File: config.mk
export PLATFORM = sky130hd
export DESIGN_NAME = mixed_script_query_tokenizer
export DESIGN_NICKNAME = d
export VERILOG_FILES = /design/src/hw/rtl/msqt_pkg.sv /design/src/hw/rtl/mixed_script_query_tokenizer.sv
export VERILOG_INCLUDE_DIRS = /design/src /design/src/hw/rtl
export SDC_FILE = /design/constraint.sdc
export NUM_CORES = 1
export LEC_CHECK = 0
export BUFFER_PORTS_ARGS = -buffer_cell sky130_fd_sc_hd__clkbuf_2
export CAP_MARGIN = 10
export CORE_MARGIN = 2
export CORE_UTILIZATION = 32
export CTS_BUF_LIST = sky130_fd_sc_hd__clkbuf_4 sky130_fd_sc_hd__clkbuf_8
export DETAILED_ROUTE_END_ITERATION = 8
export PLACE_DENSITY = 0.59
export SLEW_MARGIN = 0
export SYNTH_ARGS = -nofsm -noshare
export SYNTH_HDL_FRONTEND = slang
export SYNTH_SLANG_ARGS = --single-unit
export TNS_END_PERCENT = 50
File: constraint.sdc
create_clock -name aclk -period 13.05 [get_ports aclk]
set_clock_uncertainty 0.05 [all_clocks]
set_input_delay 1.305 -clock aclk [delete_from_list [all_inputs] [get_ports aclk]]
set_output_delay 1.305 -clock aclk [all_outputs]
set_load 0.03 [all_outputs]
File: src/hw/rtl/mixed_script_query_tokenizer_assert.svh
// Assertion macros for the query tokenizer. Both sample on the rising edge of
// aclk and are switched off while aresetn is low.
`ifndef MIXED_SCRIPT_QUERY_TOKENIZER_ASSERT_SVH
`define MIXED_SCRIPT_QUERY_TOKENIZER_ASSERT_SVH

// A condition that must hold at every clock edge.
`define MSQT_ASSERT_ALWAYS(label, cond, msg) \
    label: assert property (@(posedge aclk) disable iff (!aresetn) (cond)) else $error(msg);

// A condition that must hold in the cycle after a trigger.
`define MSQT_ASSERT_NEXT(label, trig, cond, msg) \
    label: assert property (@(posedge aclk) disable iff (!aresetn) (trig) |=> (cond)) \
        else $error(msg);

`endif

File: src/hw/rtl/msqt_pkg.sv
`default_nettype none

package msqt_pkg;

    localparam int MAX_QUERY_BYTES = 1024;
    localparam int POS_W           = $clog2(MAX_QUERY_BYTES);

    localparam int FIFO_DEPTH = 4;
    localparam int FIFO_AW    = $clog2(FIFO_DEPTH);
    localparam int FIFO_CW    = FIFO_AW + 1;

    localparam int IN_TDATA_W  = 8;
    localparam int OUT_TDATA_W = 24;

    localparam logic [7:0] WORD_MAX_RESET    = 8'd32;
    localparam logic [7:0] NUMBER_MAX_RESET  = 8'd16;
    localparam logic [7:0] CHINESE_MAX_RESET = 8'd100;
    localparam logic [7:0] CHINESE_HARD_CAP  = 8'd252;

    localparam logic [7:0] LEAD_LO   = 8'hb0;
    localparam logic [7:0] LEAD_HI   = 8'hf7;
    localparam logic [7:0] TRAIL_LO  = 8'ha1;
    localparam logic [7:0] TRAIL_HI  = 8'hfe;
    localparam logic [7:0] CHAR_MINUS = 8'h2d;

    // Configuration register indexes.
    localparam logic [1:0] REG_WORD_MAX    = 2'd0;
    localparam logic [1:0] REG_NUMBER_MAX  = 2'd1;
    localparam logic [1:0] REG_CHINESE_MAX = 2'd2;

    // Token kinds.
    localparam logic [1:0] KIND_WORD    = 2'd0;
    localparam logic [1:0] KIND_NUMBER  = 2'd1;
    localparam logic [1:0] KIND_CHINESE = 2'd2;

    typedef enum logic [4:0] {
        MODE_IDLE     = 5'b00001,
        MODE_WORD     = 5'b00010,
        MODE_NUMBER   = 5'b00100,
        MODE_CH_TRAIL = 5'b01000,
        MODE_CH_LEAD  = 5'b10000
    } mode_t;

    typedef struct packed {
        logic       last;
        logic       negated;
        logic [7:0] length;
        logic [9:0] start;
        logic [1:0] kind;
    } desc_t;

    typedef struct packed {
        logic  emit;
        desc_t desc;
    } close_t;

    function automatic logic is_letter(input logic [7:0] c);
        return (c >= 8'h41 && c <= 8'h5a) || (c >= 8'h61 && c <= 8'h7a);
    endfunction

    function automatic logic is_digit(input logic [7:0] c);
        return c >= 8'h30 && c <= 8'h39;
    endfunction

    function automatic logic is_lead(input logic [7:0] c);
        return c >= LEAD_LO && c <= LEAD_HI;
    endfunction

    function automatic logic is_trail(input logic [7:0] c);
        return c >= TRAIL_LO && c <= TRAIL_HI;
    endfunction

    // Descriptor for closing the open token; a Chinese run is cut to even
    // length and gives nothing when that leaves it empty.
    function automatic close_t close_token(input mode_t mode, input logic [7:0] len,
                                           input logic [POS_W-1:0] start,
                                           input logic minus);
        close_t     r;
        logic [7:0] even;
        even           = {len[7:1], 1'b0};
        r.emit         = 1'b0;
        r.desc.last    = 1'b0;
        r.desc.negated = minus;
        r.desc.length  = len;
        r.desc.start   = start[9:0];
        r.desc.kind    = KIND_WORD;
        case (mode)
            MODE_WORD: begin
                r.emit = 1'b1;
            end
            MODE_NUMBER: begin
                r.emit      = 1'b1;
                r.desc.kind = KIND_NUMBER;
            end
            MODE_CH_TRAIL, MODE_CH_LEAD: begin
                r.emit        = (even != 8'd0);
                r.desc.kind   = KIND_CHINESE;
                r.desc.length = even;
            end
            default: begin
                r.emit = 1'b0;
            end
        endcase
        return r;
    endfunction

endpackage

`default_nettype wire

File: src/hw/rtl/mixed_script_query_tokenizer.sv
`default_nettype none
// Query tokenizer. Bytes of a query arrive on the s_ channel, one byte per
// item, with s_tlast set on the final byte of the query. For every token the
// block sends one descriptor item on the m_ channel: start position, length
// and negate flag on m_tdata and the token kind on m_tuser, with m_tlast set
// on the last descriptor caused by a given input byte. A byte causes zero,
// one or two descriptors.
// Registers are written on the cfg_ channel (index 0 word cap, 1 number cap,
// 2 Chinese byte cap); cfg_ready is always high. Write only while idle.
// The descriptors of a byte are computed in the cycle it is accepted and are
// offered on m_ from the next cycle on, behind any older ones still queued.
// Throughput: one byte per cycle while m_tready stays high and each byte
// causes at most one descriptor; two descriptors need two m_ transfers.
// The figure is set by the four-entry descriptor queue, which accepts a byte
// only while it has room for two descriptors.
// Reset (aresetn low, synchronous) empties the queue, drops any open token,
// clears the position and returns the caps to 32, 16 and 100.
// When the receiver stalls the queue fills and s_tready falls as soon as
// three descriptors are waiting; no descriptor is lost or repeated.
module mixed_script_query_tokenizer
    import msqt_pkg::*;
(
    input  wire logic                   aclk,
    input  wire logic                   aresetn,
    // Query byte channel.
    input  wire logic                   s_tvalid,
    output logic                        s_tready,
    input  wire logic [IN_TDATA_W-1:0]  s_tdata,   // [7:0] query_byte
    input  wire logic                   s_tlast,   // end_of_query
    // Descriptor channel.
    output logic                        m_tvalid,
    input  wire logic                   m_tready,
    // [9:0] token_start, [17:10] token_length, [18] negated, [23:19] zero
    output logic [OUT_TDATA_W-1:0]      m_tdata,
    output logic [1:0]                  m_tuser,   // [1:0] token_kind
    output logic                        m_tlast,   // last_of_run
    // Configuration write channel.
    input  wire logic                   cfg_valid,
    output logic                        cfg_ready,
    input  wire logic [1:0]             cfg_index,
    input  wire logic [7:0]             cfg_wdata
);

    logic [7:0] word_max_reg;
    logic [7:0] number_max_reg;
    logic [7:0] chinese_max_reg;

    mode_t            mode_reg,  mode_next,  mode_mid;
    logic [POS_W-1:0] start_reg, start_next, start_mid;
    logic [7:0]       len_reg,   len_next,   len_mid;
    logic             skip_reg,  skip_next,  skip_mid;
    logic             minus_reg, minus_next, minus_mid;
    logic             seen_reg,  seen_next,  seen_mid;
    logic [POS_W-1:0] pos_reg,   pos_next;

    desc_t              fifo_mem_reg [FIFO_DEPTH];
    logic [FIFO_AW-1:0] wr_ptr_reg, rd_ptr_reg;
    logic [FIFO_CW-1:0] count_reg,  count_next;

    logic       in_accept;
    logic       out_pop;
    logic       taken;
    logic       eoq;
    logic [7:0] c;
    close_t     close1;
    close_t     close2;
    desc_t      desc1;
    desc_t      desc2;
    desc_t      head;

    assign c         = s_tdata;
    assign eoq       = s_tlast;
    assign cfg_ready = 1'b1;
    assign s_tready  = (count_reg <= FIFO_CW'(FIFO_DEPTH - 2));
    assign in_accept = s_tvalid && s_tready;
    assign m_tvalid  = (count_reg != '0);
    assign out_pop   = m_tvalid && m_tready;

    // Configuration registers.
    always_ff @(posedge aclk) begin
        if (!aresetn) begin
            word_max_reg    <= WORD_MAX_RESET;
            number_max_reg  <= NUMBER_MAX_RESET;
            chinese_max_reg <= CHINESE_MAX_RESET;
        end else if (cfg_valid && cfg_ready) begin
            case (cfg_index)
                REG_WORD_MAX:    word_max_reg    <= cfg_wdata;
                REG_NUMBER_MAX:  number_max_reg  <= cfg_wdata;
                REG_CHINESE_MAX: chinese_max_reg <= cfg_wdata;
                default: begin
                end
            endcase
        end
    end

    // Scanner: the byte either extends the open token or closes it and is
    // then handled as a fresh byte. The end of the query closes whatever is
    // left open after that, which gives the possible second descriptor.
    always_comb begin
        mode_mid  = mode_reg;
        start_mid = start_reg;
        len_mid   = len_reg;
        minus_mid = minus_reg;
        seen_mid  = seen_reg;
        skip_mid  = 1'b0;
        close1    = '0;
        taken     = 1'b0;

        if (!skip_reg) begin
            case (mode_reg)
                MODE_WORD: begin
                    taken = (is_letter(c) || is_digit(c)) && (len_reg < word_max_reg);
                end
                MODE_NUMBER: begin
                    taken = is_digit(c) && (len_reg < number_max_reg);
                end
                MODE_CH_TRAIL: begin
                    taken = is_trail(c);
                end
                MODE_CH_LEAD: begin
                    taken = is_lead(c) && (len_reg < chinese_max_reg)
                            && (len_reg <= CHINESE_HARD_CAP);
                end
                default: begin
                    taken = 1'b0;
                end
            endcase

            if (taken) begin
                len_mid = len_reg + 8'd1;
                if (mode_reg == MODE_CH_TRAIL) begin
                    mode_mid = MODE_CH_LEAD;
                end else if (mode_reg == MODE_CH_LEAD) begin
                    mode_mid = MODE_CH_TRAIL;
                end
            end else begin
                close1 = close_token(mode_reg, len_reg, start_reg, minus_reg);
                if (mode_reg != MODE_IDLE) begin
                    mode_mid  = MODE_IDLE;
                    len_mid   = 8'd0;
                    minus_mid = 1'b0;
                end
                if (close1.emit) begin
                    seen_mid = 1'b1;
                end
                if (is_letter(c) || is_digit(c) || is_lead(c)) begin
                    mode_mid  = is_letter(c) ? MODE_WORD :
                                is_digit(c)  ? MODE_NUMBER : MODE_CH_TRAIL;
                    start_mid = pos_reg;
                    len_mid   = 8'd1;
                end else begin
                    if (c[7] && !eoq) begin
                        skip_mid = 1'b1;
                    end
                    if (c == CHAR_MINUS && seen_mid) begin
                        minus_mid = 1'b1;
                    end
                end
            end
        end

        close2 = '0;
        if (eoq) begin
            close2 = close_token(mode_mid, len_mid, start_mid, minus_mid);
        end

        desc1      = close1.desc;
        desc1.last = !close2.emit;
        desc2      = close2.desc;
        desc2.last = 1'b1;

        if (eoq) begin
            mode_next  = MODE_IDLE;
            start_next = '0;
            len_next   = 8'd0;
            skip_next  = 1'b0;
            minus_next = 1'b0;
            seen_next  = 1'b0;
            pos_next   = '0;
        end else begin
            mode_next  = mode_mid;
            start_next = start_mid;
            len_next   = len_mid;
            skip_next  = skip_mid;
            minus_next = minus_mid;
            seen_next  = seen_mid;
            pos_next   = (pos_reg == POS_W'(MAX_QUERY_BYTES - 1)) ? '0 : pos_reg + 1'b1;
        end
    end

    always_ff @(posedge aclk) begin
        if (!aresetn) begin
            mode_reg  <= MODE_IDLE;
            start_reg <= '0;
            len_reg   <= 8'd0;
            skip_reg  <= 1'b0;
            minus_reg <= 1'b0;
            seen_reg  <= 1'b0;
            pos_reg   <= '0;
        end else if (in_accept) begin
            mode_reg  <= mode_next;
            start_reg <= start_next;
            len_reg   <= len_next;
            skip_reg  <= skip_next;
            minus_reg <= minus_next;
            seen_reg  <= seen_next;
            pos_reg   <= pos_next;
        end
    end

    // Descriptor queue: up to two writes and one read per cycle.
    logic               push1;
    logic               push2;
    logic [FIFO_AW-1:0] wr_addr2;

    assign push1    = in_accept && close1.emit;
    assign push2    = in_accept && close2.emit;
    assign wr_addr2 = push1 ? wr_ptr_reg + 1'b1 : wr_ptr_reg;

    always_comb begin
        count_next = count_reg + FIFO_CW'(push1) + FIFO_CW'(push2) - FIFO_CW'(out_pop);
    end

    always_ff @(posedge aclk) begin
        if (push1) begin
            fifo_mem_reg[wr_ptr_reg] <= desc1;
        end
        if (push2) begin
            fifo_mem_reg[wr_addr2] <= desc2;
        end
    end

    always_ff @(posedge aclk) begin
        if (!aresetn) begin
            wr_ptr_reg <= '0;
            rd_ptr_reg <= '0;
            count_reg  <= '0;
        end else begin
            wr_ptr_reg <= wr_ptr_reg + FIFO_AW'(push1) + FIFO_AW'(push2);
            if (out_pop) begin
                rd_ptr_reg <= rd_ptr_reg + 1'b1;
            end
            count_reg <= count_next;
        end
    end

    assign head    = fifo_mem_reg[rd_ptr_reg];
    assign m_tdata = {5'b00000, head.negated, head.length, head.start};
    assign m_tuser = head.kind;
    assign m_tlast = head.last;

    `include "mixed_script_query_tokenizer_assert.svh"

    // The queue never holds more descriptors than it has entries.
    `MSQT_ASSERT_ALWAYS(a_count_bound, count_reg <= FIFO_CW'(FIFO_DEPTH), "queue overflow")
    // With no token open, no length is carried over.
    `MSQT_ASSERT_ALWAYS(a_idle_len, (mode_reg != MODE_IDLE) || (len_reg == 8'd0), "idle len")
    // The end of a query returns the scanner to its start.
    `MSQT_ASSERT_NEXT(a_eoq_reset, in_accept && eoq,
                      (mode_reg == MODE_IDLE) && (pos_reg == '0) && !seen_reg,
                      "query end not cleared")

endmodule

`default_nettype wire

==> results.md <==
- The number of standard-cell rows in the floorplan is 61.
- The detailed router finished its first iteration with about 700 violations.
- The routed via count divided by cell count is 5.50.
- The first global-routing pass estimated about 38000 µm of wire.
- For the worst flop-to-flop path, the logic depth is 13.
- The number of fill cells is 2839.
- Port buffering added 47 buffers.
- STA classifies the critical path startpoint as an input port.
- The clock transition at the registers of the reported paths is 0.10 ns.
- The critical path capture point type is a register.
- The final period utilization is 38.3%.
- The weighted congestion at the end of routability-driven global placement is 0.910.
- The timing-limited maximum frequency is between 200 and 250 MHz.
- The total congestion overflow after global routing is 0.
- Yosys printed 0 warnings.
- The average size of a mapped cell is around 10 µm².
- For the worst-skew pair, the clock arrives at the later sink with an insertion delay of approximately 0.47 ns.
- The total area of multi-input combinational cells is roughly 0.0046 mm².
- The worst hold margin is between 0.4 and 0.5 ns.
- The final critical-path required period is 4.99 ns.
- For this run, design rule violations remaining after detail routing come to 0.
- Summed over all cells, the static leakage comes to between 3 and 4 nW.
- The run finished with clean final reports.
- The final design utilization is a little over a third.
- TritonCTS created 17 clock buffers.
- The die is between 150 and 200 µm wide.
- In this run the remaining antenna-violating nets after routing total 0.
- The number of antenna violations at the first check in global routing was 0.
- The total count of hold-check failures in the final report came to 0.
- After floorplanning, the core was sized to cover 0.0278 mm².
- TritonCTS built the clock tree.
- The worst hold path belongs to the class register to register.
- The fraction of synthesis flops using an asynchronous set or reset pin is 0%.
- The H-tree was split into 4 levels.
- The number of storage elements in the synthesis netlist is 157.
- The total negative slack is 0 ns.
- The all-layer global routing usage is about 17%.
- The count of flip-flops with a built-in enable after synthesis is 84.
- The post-route netlist has ~17% of its cells at a drive strength greater than 1.
- The tool flagged a number of max-cap violations equal to 0.
- The number of nets in the final layout is about 940.
- For this configuration, the core starts out at a cell density of around a third.
- For this design, the CTS-stage hold fixing added 0 buffers.
- Dividing total power by cell area gives a power density of ~130 mW/mm².
- The first-pass iteration count of the detailed router is 6.
- The worst hold path passes through 2 cells.
- Setup repair after global routing left no endpoint under its margin.
- The highest net fanout along the worst path is 74.
- Of the synthesized area, sequential elements account for 44.2%.
- Once the clock tree was built, the setup fixing pass inserted 0 buffers.
- The largest area contributor in the netlist is edfxtp_1.
- The pin slew with the least headroom to its limit is around 1.3 ns.
- The path type of the worst setup path is input port to register.
- Measured against its own limit, the worst slew margin works out to between 10% and 20%.
- The tree is rooted in a clkbuf_8.
- Relative to the synthesized area, the layout overhead comes to 10.9%.
- The overall power is between 1 and 1.5 mW.
- The flip-flop count of the largest register after layout is 88.
- 0 antenna diodes ended up in the layout.
- The routed layout has 6988 vias.
- After clock tree synthesis, the repair step resized 0 gates.
- The main flop type after synthesis is edfxtp_1.
- Of the post-synthesis cell area, the dominant cell type holds ~28%.
- The clock drives ~160 sinks.
- For the worst setup path, the data required time is 13.37 ns.
- The number of placed instances, taps included, is 1236.
- The final non-filler cell total is 1270.
- For this run, the slowest stage of the critical path takes around 0.60 ns.
- The maximum number of buffers from clock root to sink is 2.
- The number of max-slew violations in the final report is 0.
- The number of distinct library cell variants in the gate-level netlist after synthesis is 77.
- Ranked by total cell area, the synthesized netlist is headed by edfxtp_1 28%, dfxtp_1 16%, o32ai_1 6.3%.
- The average wire length per cell after detail routing is 18.8 µm.
- The worst voltage drop across the vdd grid is approximately 0.15 mV.
- The via count of the first global-routing pass is roughly 6500.
- Summed over all nets, the half-perimeter wirelength after detailed placement is around 16000 µm.
- The sequential cell area is 0.00398 mm².
- The number of instances in the synthesized netlist is just under 900.
- The cell with the largest stage delay on the worst path is buf_4.
- In this run the vertical extent of the chip is 172 µm.
- Entering global routing, the biggest net connects between 70 and 80 pins.
- The total setup violations reported at the end of the flow is 0.
- STA puts the critical path data arrival time at 5.32 ns.
- Pin placement for this block handled between 50 and 60 I/O pins.
- The sum of routed wire length over all layers is 23900 µm.
- After synthesis the cells add up to ~0.009 mm².
- The die covers 0.0296 mm².
- Traced cell by cell, the critical path runs through clkbuf_2, nor2_1, nor4b_2, o21ai_1, nand3_2, nand4_2, a31oi_4, and2_2, buf_4, nor2_1, fa_1, fa_1, xnor2_1, and2_1.
-- metrics by stage --
stage | cell area, µm² | worst slack (ns)
final | 10000 | 8.06
after global routing | 10000 | 7.79
after CTS | 9960 | 8.05
after detailed placement | 9520 | 7.53
after global placement | 9520 | 7.60
after floorplan | 9040 | 7.95
-- power by group --
part | switching (mW) | internal [mW] | total [mW]
combinational | 0.220 | 0.120 | 0.340
clock | 0.223 | 0.184 | 0.407
sequential | 0.0197 | 0.534 | 0.554
total | 0.463 | 0.838 | 1.30
-- area by class of cell --
cell class / instances / area share (%)
Multi-Input combinational cell: 604 / 45.9
Sequential cell: 157 / 39.8
Tap cell: 378 / 4.73
Timing Repair Buffer: 61 / 3.68
Clock buffer: 17 / 2.34
Clock inverter: 15 / 2.14
Inverter: 38 / 1.43
-- synth_stat cells (14+ instances only) --
cell type  count
a21oi_1       14
and2_1        18
buf_2         23
clkbuf_1      30
dfxtp_1       73
edfxtp_1      84
ha_1          30
inv_1         38
mux2i_1       19
mux4_2        22
nand2_1       81
nand3_1       23
nor2_1        44
nor2b_1       28
o21ai_0       42
o22ai_1       14
o31ai_1       14
o32ai_1       65
-- metal layers --
| layer | vias up | wire length, µm | GRT usage (%) |
|---|---|---|---|
| met2 | 276 | 10200 | 24.1 |
| met1 | 3340 | 11600 | 25.1 |
| met3 | 32 | 1790 | 3.89 |
| li1 | 3340 | - | - |
| met4 | 0 | 351 | 4.09 |
| met5 | - | 0 | 0 |
-- layout by cell type, fill, tap and decap left out, types with 7 or more instances in the layout --
cell type / Yosys / routed
mux4_2: 22 / 22
xnor2_1: 7 / 7
a21boi_1: 11 / 11
mux2i_1: 19 / 18
nor2b_1: 28 / 28
nor2_1: 44 / 44
o2bb2ai_1: 7 / 7
nand2b_1: 9 / 9
o32ai_1: 65 / 65
a21oi_1: 14 / 14
a21o_1: 11 / 11
clkbuf_2: 0 / 47
ha_1: 30 / 30
o22ai_1: 14 / 14
nand2_1: 81 / 81
o21ai_0: 42 / 42
buf_4: 8 / 12
nand4_1: 12 / 12
edfxtp_1: 84 / 84
xor2_1: 7 / 7
clkbuf_8: 0 / 17
nand3_1: 23 / 23
a31oi_1: 8 / 8
and2_1: 18 / 17
o31ai_1: 14 / 10
and3_1: 8 / 8
inv_1: 38 / 38
dfxtp_1: 73 / 73
-- cell families (layout without fill, tap and decap cells) --
group / after synthesis / after routing / synth area share [%]
other: 2 / 6 / 0.0832
AO/OA/AOI/OAI: 238 / 238 / 19.7
adder cells (fa/ha/maj): 33 / 33 / 4.83
buffers and inverters: 112 / 131 / 6.06
XOR/XNOR: 14 / 14 / 1.36
AND/OR/NAND/NOR: 267 / 267 / 15.6
flip-flops: 157 / 157 / 44.2
multiplexers: 46 / 46 / 8.25
-- final timing paths --
kind                                                        from                                to  slack (ns)
worst max-delay path                                  s_tdata[4]           count_reg[2]$_SDFF_PN0_        8.06
worst min-delay path            fifo_mem_reg[2][21]$_SDFFE_PP1P_  fifo_mem_reg[2][21]$_SDFFE_PP1P_        0.43
worst max register to register           len_reg[2]$_SDFFE_PN0P_           count_reg[2]$_SDFF_PN0_        8.17
worst min register to register  fifo_mem_reg[2][21]$_SDFFE_PP1P_  fifo_mem_reg[2][21]$_SDFFE_PP1P_        0.43
-- worst max-delay path: cells and delay by family --
| kind | cells | cell delay, ns |
|---|---|---|
| xor+xnor | 1 | 0.13 |
| fa+ha+maj | 2 | 0.82 |
| compound gates | 2 | 0.69 |
| buf+inv | 2 | 0.73 |
| simple gates | 7 | 1.62 |
No activity file was read; power rests on OpenSTA's default activity.
